## src/hdl/assert_macros.svh

```systemverilog
//------------------------------------------------------------------------------
// Assertion macros
// Shorthand for clocked concurrent assertions with asynchronous reset.
//------------------------------------------------------------------------------
`ifndef ASSERT_MACROS_SVH
`define ASSERT_MACROS_SVH

// ante must imply cons in the same cycle
`define ASSERT_IMPL(lbl, ck, rn, ante, cons, msg) \
    lbl: assert property (@(posedge ck) disable iff (!rn) (ante) |-> (cons)) \
        else $error(msg);

// expr must never hold
`define ASSERT_NEVER(lbl, ck, rn, expr, msg) \
    lbl: assert property (@(posedge ck) disable iff (!rn) !(expr)) \
        else $error(msg);

`endif

```

## src/hdl/rpn_pkg.sv

```systemverilog
//------------------------------------------------------------------------------
// rpn_pkg
// Shared types, codes and sizes of the RPN stack evaluator.
//------------------------------------------------------------------------------
package rpn_pkg;

    localparam int DATA_W              = 32;
    localparam int OP_W                = 3;
    localparam int STATUS_W            = 3;
    localparam int COUNT_OUT_W         = 5;
    localparam int DEFAULT_STACK_DEPTH = 16;
    localparam int QUEUE_DEPTH         = 4;

    localparam logic [OP_W-1:0] OP_PUSH   = 3'd0;
    localparam logic [OP_W-1:0] OP_ADD    = 3'd1;
    localparam logic [OP_W-1:0] OP_SUB    = 3'd2;
    localparam logic [OP_W-1:0] OP_MUL    = 3'd3;
    localparam logic [OP_W-1:0] OP_DIV    = 3'd4;
    localparam logic [OP_W-1:0] OP_FINISH = 3'd5;

    localparam logic [STATUS_W-1:0] ST_OK       = 3'd0;
    localparam logic [STATUS_W-1:0] ST_DIV_ZERO = 3'd1;
    localparam logic [STATUS_W-1:0] ST_FEW      = 3'd2;
    localparam logic [STATUS_W-1:0] ST_FULL     = 3'd3;
    localparam logic [STATUS_W-1:0] ST_FINAL    = 3'd4;
    localparam logic [STATUS_W-1:0] ST_INVALID  = 3'd5;

    typedef enum logic [2:0] {
        K_PUSH,
        K_ADD,
        K_SUB,
        K_MUL,
        K_DIV,
        K_FINISH,
        K_NOP
    } cmd_kind_t;

    typedef struct packed {
        cmd_kind_t         kind;
        logic [DATA_W-1:0] value;
    } cmd_t;

    typedef struct packed {
        logic full;
        logic empty;
    } q_stat_t;

endpackage

```

## src/hdl/rpn_front.sv

```systemverilog
//------------------------------------------------------------------------------
// rpn_front
// Input stage: accepts items, decodes the operation and hands commands to the
// queue.
//------------------------------------------------------------------------------
module rpn_front
    import rpn_pkg::*;
(
    input  logic                     clk,
    input  logic                     rst_n,
    input  logic                     in_valid,
    output logic                     in_stall,
    input  logic [OP_W-1:0]          operation,
    input  logic signed [DATA_W-1:0] push_value,
    input  q_stat_t                  q_stat,
    output logic                     q_push,
    output cmd_t                     q_cmd
);

    logic hold_valid_reg;
    logic hold_valid_next;
    cmd_t hold_cmd_reg;
    cmd_t hold_cmd_next;
    cmd_t decoded;
    logic accept;

    always_comb
    begin
        case (operation)
            OP_PUSH:   decoded.kind = K_PUSH;
            OP_ADD:    decoded.kind = K_ADD;
            OP_SUB:    decoded.kind = K_SUB;
            OP_MUL:    decoded.kind = K_MUL;
            OP_DIV:    decoded.kind = K_DIV;
            OP_FINISH: decoded.kind = K_FINISH;
            default:   decoded.kind = K_NOP;
        endcase
        decoded.value = push_value;
    end

    assign in_stall = hold_valid_reg && q_stat.full;
    assign accept   = in_valid && !in_stall;
    assign q_push   = hold_valid_reg && !q_stat.full;
    assign q_cmd    = hold_cmd_reg;

    always_comb
    begin
        hold_valid_next = hold_valid_reg;
        hold_cmd_next   = hold_cmd_reg;
        if (accept)
        begin
            hold_valid_next = 1'b1;
            hold_cmd_next   = decoded;
        end
        else if (q_push)
        begin
            hold_valid_next = 1'b0;
        end
    end

    always_ff @(posedge clk or negedge rst_n)
    begin
        if (!rst_n)
        begin
            hold_valid_reg <= 1'b0;
        end
        else
        begin
            hold_valid_reg <= hold_valid_next;
        end
    end

    always_ff @(posedge clk)
    begin
        hold_cmd_reg <= hold_cmd_next;
    end

endmodule

```

## src/hdl/rpn_fifo.sv

```systemverilog
//------------------------------------------------------------------------------
// rpn_fifo
// Short command queue between the front and back parts.
//------------------------------------------------------------------------------
module rpn_fifo
    import rpn_pkg::*;
(
    input  logic    clk,
    input  logic    rst_n,
    input  logic    push,
    input  cmd_t    push_cmd,
    input  logic    pop,
    output cmd_t    pop_cmd,
    output q_stat_t q_stat
);

    localparam int PW = (QUEUE_DEPTH > 1) ? $clog2(QUEUE_DEPTH) : 1;
    localparam int FW = $clog2(QUEUE_DEPTH + 1);

    cmd_t          q_mem [QUEUE_DEPTH];
    logic [PW-1:0] wr_ptr_reg;
    logic [PW-1:0] wr_ptr_next;
    logic [PW-1:0] rd_ptr_reg;
    logic [PW-1:0] rd_ptr_next;
    logic [FW-1:0] fill_reg;
    logic [FW-1:0] fill_next;
    logic          do_push;
    logic          do_pop;

    assign q_stat.full  = (fill_reg == FW'(QUEUE_DEPTH));
    assign q_stat.empty = (fill_reg == '0);
    assign do_push      = push && !q_stat.full;
    assign do_pop       = pop && !q_stat.empty;
    assign pop_cmd      = q_mem[rd_ptr_reg];

    always_comb
    begin
        wr_ptr_next = wr_ptr_reg;
        rd_ptr_next = rd_ptr_reg;
        fill_next   = fill_reg;
        if (do_push)
        begin
            wr_ptr_next = (wr_ptr_reg == PW'(QUEUE_DEPTH - 1)) ? '0 : wr_ptr_reg + PW'(1);
        end
        if (do_pop)
        begin
            rd_ptr_next = (rd_ptr_reg == PW'(QUEUE_DEPTH - 1)) ? '0 : rd_ptr_reg + PW'(1);
        end
        if (do_push && !do_pop)
        begin
            fill_next = fill_reg + FW'(1);
        end
        else if (do_pop && !do_push)
        begin
            fill_next = fill_reg - FW'(1);
        end
    end

    always_ff @(posedge clk or negedge rst_n)
    begin
        if (!rst_n)
        begin
            wr_ptr_reg <= '0;
            rd_ptr_reg <= '0;
            fill_reg   <= '0;
        end
        else
        begin
            wr_ptr_reg <= wr_ptr_next;
            rd_ptr_reg <= rd_ptr_next;
            fill_reg   <= fill_next;
        end
    end

    always_ff @(posedge clk)
    begin
        if (do_push)
        begin
            q_mem[wr_ptr_reg] <= push_cmd;
        end
    end

endmodule

```

## src/hdl/rpn_div.sv

```systemverilog
//------------------------------------------------------------------------------
// rpn_div
// Signed divider, truncating toward zero; restoring, one quotient bit a cycle.
//------------------------------------------------------------------------------
module rpn_div
    import rpn_pkg::*;
(
    input  logic              clk,
    input  logic              rst_n,
    input  logic              start,
    input  logic [DATA_W-1:0] dividend,
    input  logic [DATA_W-1:0] divisor,
    output logic              done,
    output logic [DATA_W-1:0] quotient
);

    localparam int CNT_W = $clog2(DATA_W + 1);

    logic              busy_reg;
    logic              busy_next;
    logic              done_reg;
    logic              done_next;
    logic [CNT_W-1:0]  cnt_reg;
    logic [CNT_W-1:0]  cnt_next;
    logic [DATA_W-1:0] rem_reg;
    logic [DATA_W-1:0] rem_next;
    logic [DATA_W-1:0] quo_reg;
    logic [DATA_W-1:0] quo_next;
    logic [DATA_W-1:0] mb_reg;
    logic [DATA_W-1:0] mb_next;
    logic              neg_reg;
    logic              neg_next;
    logic [DATA_W:0]   shifted;
    logic [DATA_W:0]   diff;
    logic              na;
    logic              nb;

    assign na       = dividend[DATA_W-1];
    assign nb       = divisor[DATA_W-1];
    assign shifted  = {rem_reg, quo_reg[DATA_W-1]};
    assign diff     = shifted - {1'b0, mb_reg};
    assign done     = done_reg;
    assign quotient = neg_reg ? (~quo_reg + DATA_W'(1)) : quo_reg;

    always_comb
    begin
        busy_next = busy_reg;
        done_next = 1'b0;
        cnt_next  = cnt_reg;
        rem_next  = rem_reg;
        quo_next  = quo_reg;
        mb_next   = mb_reg;
        neg_next  = neg_reg;
        if (start)
        begin
            busy_next = 1'b1;
            cnt_next  = CNT_W'(DATA_W);
            rem_next  = '0;
            quo_next  = na ? (~dividend + DATA_W'(1)) : dividend;
            mb_next   = nb ? (~divisor + DATA_W'(1)) : divisor;
            neg_next  = na != nb;
        end
        else if (busy_reg)
        begin
            if (!diff[DATA_W])
            begin
                rem_next = diff[DATA_W-1:0];
                quo_next = {quo_reg[DATA_W-2:0], 1'b1};
            end
            else
            begin
                rem_next = shifted[DATA_W-1:0];
                quo_next = {quo_reg[DATA_W-2:0], 1'b0};
            end
            cnt_next = cnt_reg - CNT_W'(1);
            if (cnt_reg == CNT_W'(1))
            begin
                busy_next = 1'b0;
                done_next = 1'b1;
            end
        end
    end

    always_ff @(posedge clk or negedge rst_n)
    begin
        if (!rst_n)
        begin
            busy_reg <= 1'b0;
            done_reg <= 1'b0;
            cnt_reg  <= '0;
        end
        else
        begin
            busy_reg <= busy_next;
            done_reg <= done_next;
            cnt_reg  <= cnt_next;
        end
    end

    always_ff @(posedge clk)
    begin
        rem_reg <= rem_next;
        quo_reg <= quo_next;
        mb_reg  <= mb_next;
        neg_reg <= neg_next;
    end

endmodule

```

## src/hdl/rpn_back.sv

```systemverilog
//------------------------------------------------------------------------------
// rpn_back
// Execution part: stack memory with a cached top entry, ALU sequencer and the
// result register.
//------------------------------------------------------------------------------
module rpn_back
    import rpn_pkg::*;
#(
    parameter int STACK_DEPTH = DEFAULT_STACK_DEPTH
)
(
    input  logic                          clk,
    input  logic                          rst_n,
    input  logic                          cmd_avail,
    input  cmd_t                          cmd,
    output logic                          cmd_pop,
    output logic                          out_valid,
    input  logic                          out_stall,
    output logic signed [DATA_W-1:0]      top_value,
    output logic [COUNT_OUT_W-1:0]        stack_count,
    output logic [STATUS_W-1:0]           status
);

    localparam int AW = $clog2(STACK_DEPTH);
    localparam int CW = $clog2(STACK_DEPTH + 1);

    typedef enum logic [1:0] {
        S_IDLE,
        S_READ,
        S_MUL,
        S_DIV
    } state_t;

    logic [DATA_W-1:0] stack_mem [STACK_DEPTH];
    logic [DATA_W-1:0] rd_data_reg;

    state_t               state_reg;
    state_t               state_next;
    cmd_kind_t            kind_reg;
    cmd_kind_t            kind_next;
    logic [CW-1:0]        count_reg;
    logic [CW-1:0]        count_next;
    logic [DATA_W-1:0]    top_reg;
    logic [DATA_W-1:0]    top_next;
    logic [DATA_W-1:0]    prod_reg;
    logic [DATA_W-1:0]    prod_next;
    logic                 out_valid_reg;
    logic                 out_valid_next;
    logic [DATA_W-1:0]    out_top_reg;
    logic [DATA_W-1:0]    out_top_next;
    logic [COUNT_OUT_W-1:0] out_count_reg;
    logic [COUNT_OUT_W-1:0] out_count_next;
    logic [STATUS_W-1:0]  out_status_reg;
    logic [STATUS_W-1:0]  out_status_next;

    logic                 mem_we;
    logic [AW-1:0]        mem_waddr;
    logic                 mem_re;
    logic [AW-1:0]        mem_raddr;
    logic                 bin_done;
    logic [DATA_W-1:0]    bin_res;
    logic [STATUS_W-1:0]  bin_st;
    logic [CW-1:0]        count_dec;
    logic [DATA_W-1:0]    top_or_zero;
    logic                 div_start;
    logic                 div_done;
    logic [DATA_W-1:0]    div_quo;

    rpn_div u_div
    (
        .clk      (clk),
        .rst_n    (rst_n),
        .start    (div_start),
        .dividend (rd_data_reg),
        .divisor  (top_reg),
        .done     (div_done),
        .quotient (div_quo)
    );

    assign count_dec   = count_reg - CW'(1);
    assign top_or_zero = (count_reg == '0) ? '0 : top_reg;
    assign out_valid   = out_valid_reg;
    assign top_value   = out_top_reg;
    assign stack_count = out_count_reg;
    assign status      = out_status_reg;
    assign mem_waddr   = AW'(count_dec);

    always_comb
    begin
        state_next      = state_reg;
        kind_next       = kind_reg;
        count_next      = count_reg;
        top_next        = top_reg;
        prod_next       = prod_reg;
        out_valid_next  = out_valid_reg && out_stall;
        out_top_next    = out_top_reg;
        out_count_next  = out_count_reg;
        out_status_next = out_status_reg;
        cmd_pop         = 1'b0;
        mem_we          = 1'b0;
        mem_re          = 1'b0;
        mem_raddr       = AW'(count_reg - CW'(2));
        div_start       = 1'b0;
        bin_done        = 1'b0;
        bin_res         = '0;
        bin_st          = ST_OK;

        case (state_reg)
            S_IDLE:
            begin
                if (cmd_avail && !out_valid_reg)
                begin
                    cmd_pop   = 1'b1;
                    kind_next = cmd.kind;
                    case (cmd.kind)
                        K_PUSH:
                        begin
                            out_valid_next = 1'b1;
                            if (count_reg == CW'(STACK_DEPTH))
                            begin
                                out_top_next    = top_reg;
                                out_count_next  = COUNT_OUT_W'(count_reg);
                                out_status_next = ST_FULL;
                            end
                            else
                            begin
                                mem_we          = count_reg != '0;
                                top_next        = cmd.value;
                                count_next      = count_reg + CW'(1);
                                out_top_next    = cmd.value;
                                out_count_next  = COUNT_OUT_W'(count_reg + CW'(1));
                                out_status_next = ST_OK;
                            end
                        end
                        K_ADD, K_SUB, K_MUL, K_DIV:
                        begin
                            if (count_reg < CW'(2))
                            begin
                                out_valid_next  = 1'b1;
                                out_top_next    = top_or_zero;
                                out_count_next  = COUNT_OUT_W'(count_reg);
                                out_status_next = ST_FEW;
                            end
                            else
                            begin
                                mem_re     = 1'b1;
                                state_next = S_READ;
                            end
                        end
                        K_FINISH:
                        begin
                            out_valid_next  = 1'b1;
                            out_top_next    = (count_reg == CW'(1)) ? top_reg : '0;
                            out_count_next  = '0;
                            out_status_next = (count_reg == CW'(1)) ? ST_FINAL : ST_INVALID;
                            count_next      = '0;
                        end
                        default:
                        begin
                            out_valid_next  = 1'b1;
                            out_top_next    = top_or_zero;
                            out_count_next  = COUNT_OUT_W'(count_reg);
                            out_status_next = ST_OK;
                        end
                    endcase
                end
            end
            S_READ:
            begin
                case (kind_reg)
                    K_ADD:
                    begin
                        bin_done = 1'b1;
                        bin_res  = rd_data_reg + top_reg;
                    end
                    K_SUB:
                    begin
                        bin_done = 1'b1;
                        bin_res  = rd_data_reg - top_reg;
                    end
                    K_MUL:
                    begin
                        prod_next  = rd_data_reg * top_reg;
                        state_next = S_MUL;
                    end
                    K_DIV:
                    begin
                        if (top_reg == '0)
                        begin
                            bin_done = 1'b1;
                            bin_res  = '0;
                            bin_st   = ST_DIV_ZERO;
                        end
                        else
                        begin
                            div_start  = 1'b1;
                            state_next = S_DIV;
                        end
                    end
                    default:
                    begin
                        state_next = S_IDLE;
                    end
                endcase
            end
            S_MUL:
            begin
                bin_done = 1'b1;
                bin_res  = prod_reg;
            end
            S_DIV:
            begin
                if (div_done)
                begin
                    bin_done = 1'b1;
                    bin_res  = div_quo;
                end
            end
            default:
            begin
                state_next = S_IDLE;
            end
        endcase

        // binary op retires: result becomes the cached top, a's slot is freed
        if (bin_done)
        begin
            state_next      = S_IDLE;
            top_next        = bin_res;
            count_next      = count_dec;
            out_valid_next  = 1'b1;
            out_top_next    = bin_res;
            out_count_next  = COUNT_OUT_W'(count_dec);
            out_status_next = bin_st;
        end
    end

    always_ff @(posedge clk or negedge rst_n)
    begin
        if (!rst_n)
        begin
            state_reg      <= S_IDLE;
            kind_reg       <= K_NOP;
            count_reg      <= '0;
            top_reg        <= '0;
            prod_reg       <= '0;
            out_valid_reg  <= 1'b0;
            out_top_reg    <= '0;
            out_count_reg  <= '0;
            out_status_reg <= ST_OK;
        end
        else
        begin
            state_reg      <= state_next;
            kind_reg       <= kind_next;
            count_reg      <= count_next;
            top_reg        <= top_next;
            prod_reg       <= prod_next;
            out_valid_reg  <= out_valid_next;
            out_top_reg    <= out_top_next;
            out_count_reg  <= out_count_next;
            out_status_reg <= out_status_next;
        end
    end

    always_ff @(posedge clk)
    begin
        if (mem_we)
        begin
            stack_mem[mem_waddr] <= top_reg;
        end
    end

    always_ff @(posedge clk)
    begin
        if (mem_re)
        begin
            rd_data_reg <= stack_mem[mem_raddr];
        end
    end

endmodule

```

## src/hdl/rpn_stack_evaluator.sv

```systemverilog
// Reverse Polish integer evaluator. Items enter a one-entry input register and
// a four-entry command queue, so the input keeps taking items while the
// execution part works or a result waits. Push, finish, undefined codes and
// operators that find too few operands complete straight from the idle state;
// add and subtract do one stack memory read and then one ALU step, multiply
// adds a product register, divide by zero ends after the read, and divide waits
// for the bit-per-cycle restoring divider. A new command starts only once the
// previous result has left the output register. The top of stack is held in a
// register; the entries below it sit in a single-port memory of STACK_DEPTH
// words that needs no clearing.
//------------------------------------------------------------------------------
// rpn_stack_evaluator
// Top level: input stage, command queue and execution part.
//------------------------------------------------------------------------------
`include "assert_macros.svh"

module rpn_stack_evaluator
    import rpn_pkg::*;
#(
    parameter int STACK_DEPTH = DEFAULT_STACK_DEPTH
)
(
    input  logic                     clk,
    input  logic                     rst_n,
    input  logic                     in_valid,
    output logic                     in_stall,
    input  logic [OP_W-1:0]          operation,
    input  logic signed [DATA_W-1:0] push_value,
    output logic                     out_valid,
    input  logic                     out_stall,
    output logic signed [DATA_W-1:0] top_value,
    output logic [COUNT_OUT_W-1:0]   stack_count,
    output logic [STATUS_W-1:0]      status
);

    q_stat_t q_stat;
    logic    q_push;
    cmd_t    q_cmd;
    logic    q_pop;
    cmd_t    head_cmd;

    rpn_front u_front
    (
        .clk        (clk),
        .rst_n      (rst_n),
        .in_valid   (in_valid),
        .in_stall   (in_stall),
        .operation  (operation),
        .push_value (push_value),
        .q_stat     (q_stat),
        .q_push     (q_push),
        .q_cmd      (q_cmd)
    );

    rpn_fifo u_fifo
    (
        .clk      (clk),
        .rst_n    (rst_n),
        .push     (q_push),
        .push_cmd (q_cmd),
        .pop      (q_pop),
        .pop_cmd  (head_cmd),
        .q_stat   (q_stat)
    );

    rpn_back #(
        .STACK_DEPTH (STACK_DEPTH)
    ) u_back
    (
        .clk         (clk),
        .rst_n       (rst_n),
        .cmd_avail   (!q_stat.empty),
        .cmd         (head_cmd),
        .cmd_pop     (q_pop),
        .out_valid   (out_valid),
        .out_stall   (out_stall),
        .top_value   (top_value),
        .stack_count (stack_count),
        .status      (status)
    );

    `ASSERT_NEVER(a_queue_full_empty, clk, rst_n, q_stat.full && q_stat.empty, "queue full and empty")
    `ASSERT_IMPL(a_final_clears, clk, rst_n, out_valid && (status == ST_FINAL), stack_count == '0, "finish left entries")
    `ASSERT_IMPL(a_invalid_zero, clk, rst_n, out_valid && (status == ST_INVALID), (top_value == 0) && (stack_count == '0), "invalid result not cleared")
    `ASSERT_IMPL(a_full_count, clk, rst_n, out_valid && (status == ST_FULL), stack_count == COUNT_OUT_W'(STACK_DEPTH), "full status with room left")

endmodule
```

## config.mk

```make
export PLATFORM = sky130hd
export DESIGN_NAME = rpn_stack_evaluator
export DESIGN_NICKNAME = d
export VERILOG_FILES = /design/src/hdl/rpn_pkg.sv /design/src/hdl/rpn_front.sv /design/src/hdl/rpn_fifo.sv /design/src/hdl/rpn_div.sv /design/src/hdl/rpn_back.sv /design/src/hdl/rpn_stack_evaluator.sv
export VERILOG_INCLUDE_DIRS = /design/src /design/src/hdl
export SDC_FILE = /design/constraint.sdc
export NUM_CORES = 2
export LEC_CHECK = 0
export ABC_AREA = 1
export BUFFER_PORTS_ARGS = -buffer_cell sky130_fd_sc_hd__buf_4
export CORE_MARGIN = 2
export CORE_UTILIZATION = 58
export CTS_CLUSTER_DIAMETER = 100
export DETAILED_ROUTE_END_ITERATION = 6
export PLACE_DENSITY = 0.77
export SLEW_MARGIN = 20
export SYNTH_ARGS = -nofsm -noshare
export SYNTH_HDL_FRONTEND = slang
export SYNTH_SLANG_ARGS = --single-unit
```

## constraint.sdc

```tcl
create_clock -name clk -period 7.6 [get_ports clk]
set_clock_uncertainty 0.15 [all_clocks]
set_input_delay 0.76 -clock clk [delete_from_list [all_inputs] [get_ports clk]]
set_output_delay 0.76 -clock clk [all_outputs]
set_load 0.01 [all_outputs]
```

==> flow_summary.yaml <==
outcome:
  status: "finished, violations left"
  violations: "design-rule violations"
global_route:
  overflow: 0
  grt_max_degree: 112
  grt_pass1_vias: 48000
  antenna_found_initial: 8
  grt_pass1_wl_um: 297000
  track_usage: 0.367
critical_path:
  cp_num_cells: 22
  crit_top_cell: "fa_1"
  cpMaxStageDelayCell: "dfrtp_2"
  r2r_slack_ns: 0.30
  cp-start-kind: "register"
  timing.critical_path.buf_inv: 5
  critical-path-max-stage-delay_ns: 0.67
  r2r-end: "u_back.prod_reg[30]"
  worst-path-max-fanout: 28
  path_class: "register to register"
  crit_required_ns: 8.06
  crit_path_end_kind: "register"
  reg2reg_depth: 22
  r2r-start: "u_back.top_reg[10]"
  crit_chain: "buf_4 > nand2_1 > inv_1 > fa_1 > fa_1 > fa_1 > inv_1 > fa_1 > fa_1 > fa_1 > inv_1 > fa_1 > fa_1 > ha_1 > inv_1 > nor3_1 > nand2_1 > nor4_1 > nand2b_1 > nand3_1 > nand2_1 > o21ai_0"
  crit_family: "adder cells"
  worst_ep_arrival_time_ns: 7.77
placement:
  portBuffers: 80
  gp_congestion: 1.04
  placed_area_sq_um: 63900
  place_inst: 7947
  dp_hpwl_um: 141000
yosys:
  ys_warn_count: 0
  yosysMostFrequentCell: "nand2_1"
  synth.distinct_cells: 74
  synth_nets: 7324
  seq_area_frac_synth: 0.445
  yosys-top-cells-area: "edfxtp_1 (38%), fa_1 (13%), nand2_1 (8.4%), inv_1 (6.2%), dfrtp_1 (5.2%)"
  synthTopCellsByCount: "nand2_1 (1373), inv_1 (1025), edfxtp_1 (784), nor2_1 (602), o21ai_0 (575)"
  syn_area_sq_um: 61700
  synth_compound_area_frac: 0.105
  synthXorXnorAreaFrac: 0.0176
  synthAdderAreaFrac: 0.175
  syn_area_per_cell_sq_um: 9.25
  synth_edf_count: 784
  yosys.area_share.simple: 0.167
  async_reset_ff_frac: 0.138
  ys.flop_type: "edfxtp_1"
  synth_seq_cells: 947
  syn-instance-count: 6667
  synth_top_family_by_area: "adder cells"
  netlist.area_leader.share: 0.382
  yosysTopAreaCell: "edfxtp_1"
  synthMuxAreaShare: 0.000183
timing:
  rsz0062_at_grt: "no"
  finalMaxSlewViolations: 0
  final-hold-violation-count: 0
  fmax_mhz: 137
  min_period_ns: 7.30
  tightest_slew_ns: 1.14
  max_slew_margin: 0.235
  post-route-period-util: 0.961
  setup_viol: 0
detailed_routing:
  viasPerCell: 6.05
  drt-pass1-iter-count: 7
  ant_nets: 0
  wl_met1_um: 76500
  wl_per_cell_um: 24.3
  wl_um: 198000
  wl_met3_um: 22500
  drcViolationCount: 1
  vias: 49200
  dr.first_iter.drc_count: 6454
  wl_met2_um: 88900
  highest_layer: "met5"
floorplan:
  core_sq_um: 105000
  pin_count: 81
  start_util: 0.585
  rows: 119
  die_w_um: 330
  die_area_sq_um: 109000
  die_h_um: 330
run:
  drv_cap: 0
clock_network:
  cts_made_buffers: 97
  htreeDepth: 3
  cts_buffer_depth: 3
  worst_skew_pair.late_latency_ns: 0.71
  clk_pin_slew_ns: 0.06
  cts_tree: "yes"
  cts.sinks: 947
  root_buffer: "clkbuf_16"
worst_hold_path:
  hold_depth: 1
  hold-path-endpoint: "u_front.q_cmd[12]"
  hold_class: "input port to register"
  min_from: "push_value[12]"
finish:
  area_growth_pct: 8.88
  top_register: "u_back.stack_mem"
  final_util: 0.637
  fin_cells: 8137
  finalInstanceArea_sq_um: 67100
  fin_nets: 7316
  fillCellCount: 8393
  largest_reg_flops: 512
  drive_gt1_frac: 0.0797
==> worst max path at each step <==
stage	from	to	slack, ns
final	u_back.top_reg[10]	u_back.prod_reg[30]	0.30
after global routing	u_back.rd_data_reg[5]	u_back.prod_reg[26]	0.01
after CTS	u_back.rd_data_reg[9]	u_back.prod_reg[23]	0.02
after detailed placement	u_back.rd_data_reg[6]	u_back.prod_reg[23]	-0.04
after global placement	u_back.rd_data_reg[6]	u_back.prod_reg[23]	0.01
after floorplan	u_back.top_reg[4]	u_back.prod_reg[26]	0.47
==> metrics by stage <==
stage | setup TNS, ns | setup WS [ns] | hold slack (ns)
floorplan | 0 | 0.467 | 0.292
global placement | 0 | 0.0137 | 0.306
detailed placement | -0.0391 | -0.0391 | 0.310
CTS | 0 | 0.0218 | 0.0470
global route | 0 | 0.0104 | 0.0627
finish | 0 | 0.297 | 0.0801
==> cell type report <==
type,count,area [sq um],area share
Sequential cell,947,27500,0.409
Clock inverter,57,526,0.00783
Tap cell,1391,1740,0.0259
Clock buffer,124,2610,0.0389
Timing Repair Buffer,248,1920,0.0286
Inverter,1049,3950,0.0589
Antenna cell,5,12.5,0.000186
Multi-Input combinational cell,4316,28900,0.430
==> timing repair <==
action                     CTS  global route
setup endpoints to repair    2             6
hold buffers                 1             0
gates cloned                 0             0
hold endpoints to repair    33             0
gates resized for setup      0             6
buffers inserted             1             1
pin swaps                    0             1
==> routing by layer <==
metal	up-vias	GRT usage
met1	23800	0.506
met3	521	0.0743
li1	21800	-
met2	3017	0.564
met5	-	0
met4	4	0.167
==> cells by family after synthesis <==
| logic type | count (synthesis) |
|---|---|
| simple gates | 2469 |
| buf+inv | 1404 |
| compound gates | 1104 |
| flops | 947 |
| fa+ha+maj | 618 |
| xor+xnor | 124 |
| mux | 1 |
==> cell usage in the layout (no fill, tap or decap), drive strengths merged, types with 6 or more instances in the layout <==
master	count
o21ai	608
nand3	291
nand3b	32
buf	247
clkbuf	124
or2	23
o311ai	6
fa	411
nand4	39
dfrtp	129
a21o	14
o221ai	115
o31ai	6
nor4	24
a21oi	164
inv	1048
a221oi	6
clkinv	47
a21boi	9
bufinv	6
xnor2	51
nor2	618
a31oi	36
ha	207
xor2	73
o21bai	15
o211ai	52
edfxtp	784
dfxtp	32
o21a	11
nor3	49
o22ai	46
nand2	1389
Power is left out: the tool's default activity adds up to more than one toggle a clock period on the data nets, which glitch-free logic cannot reach.
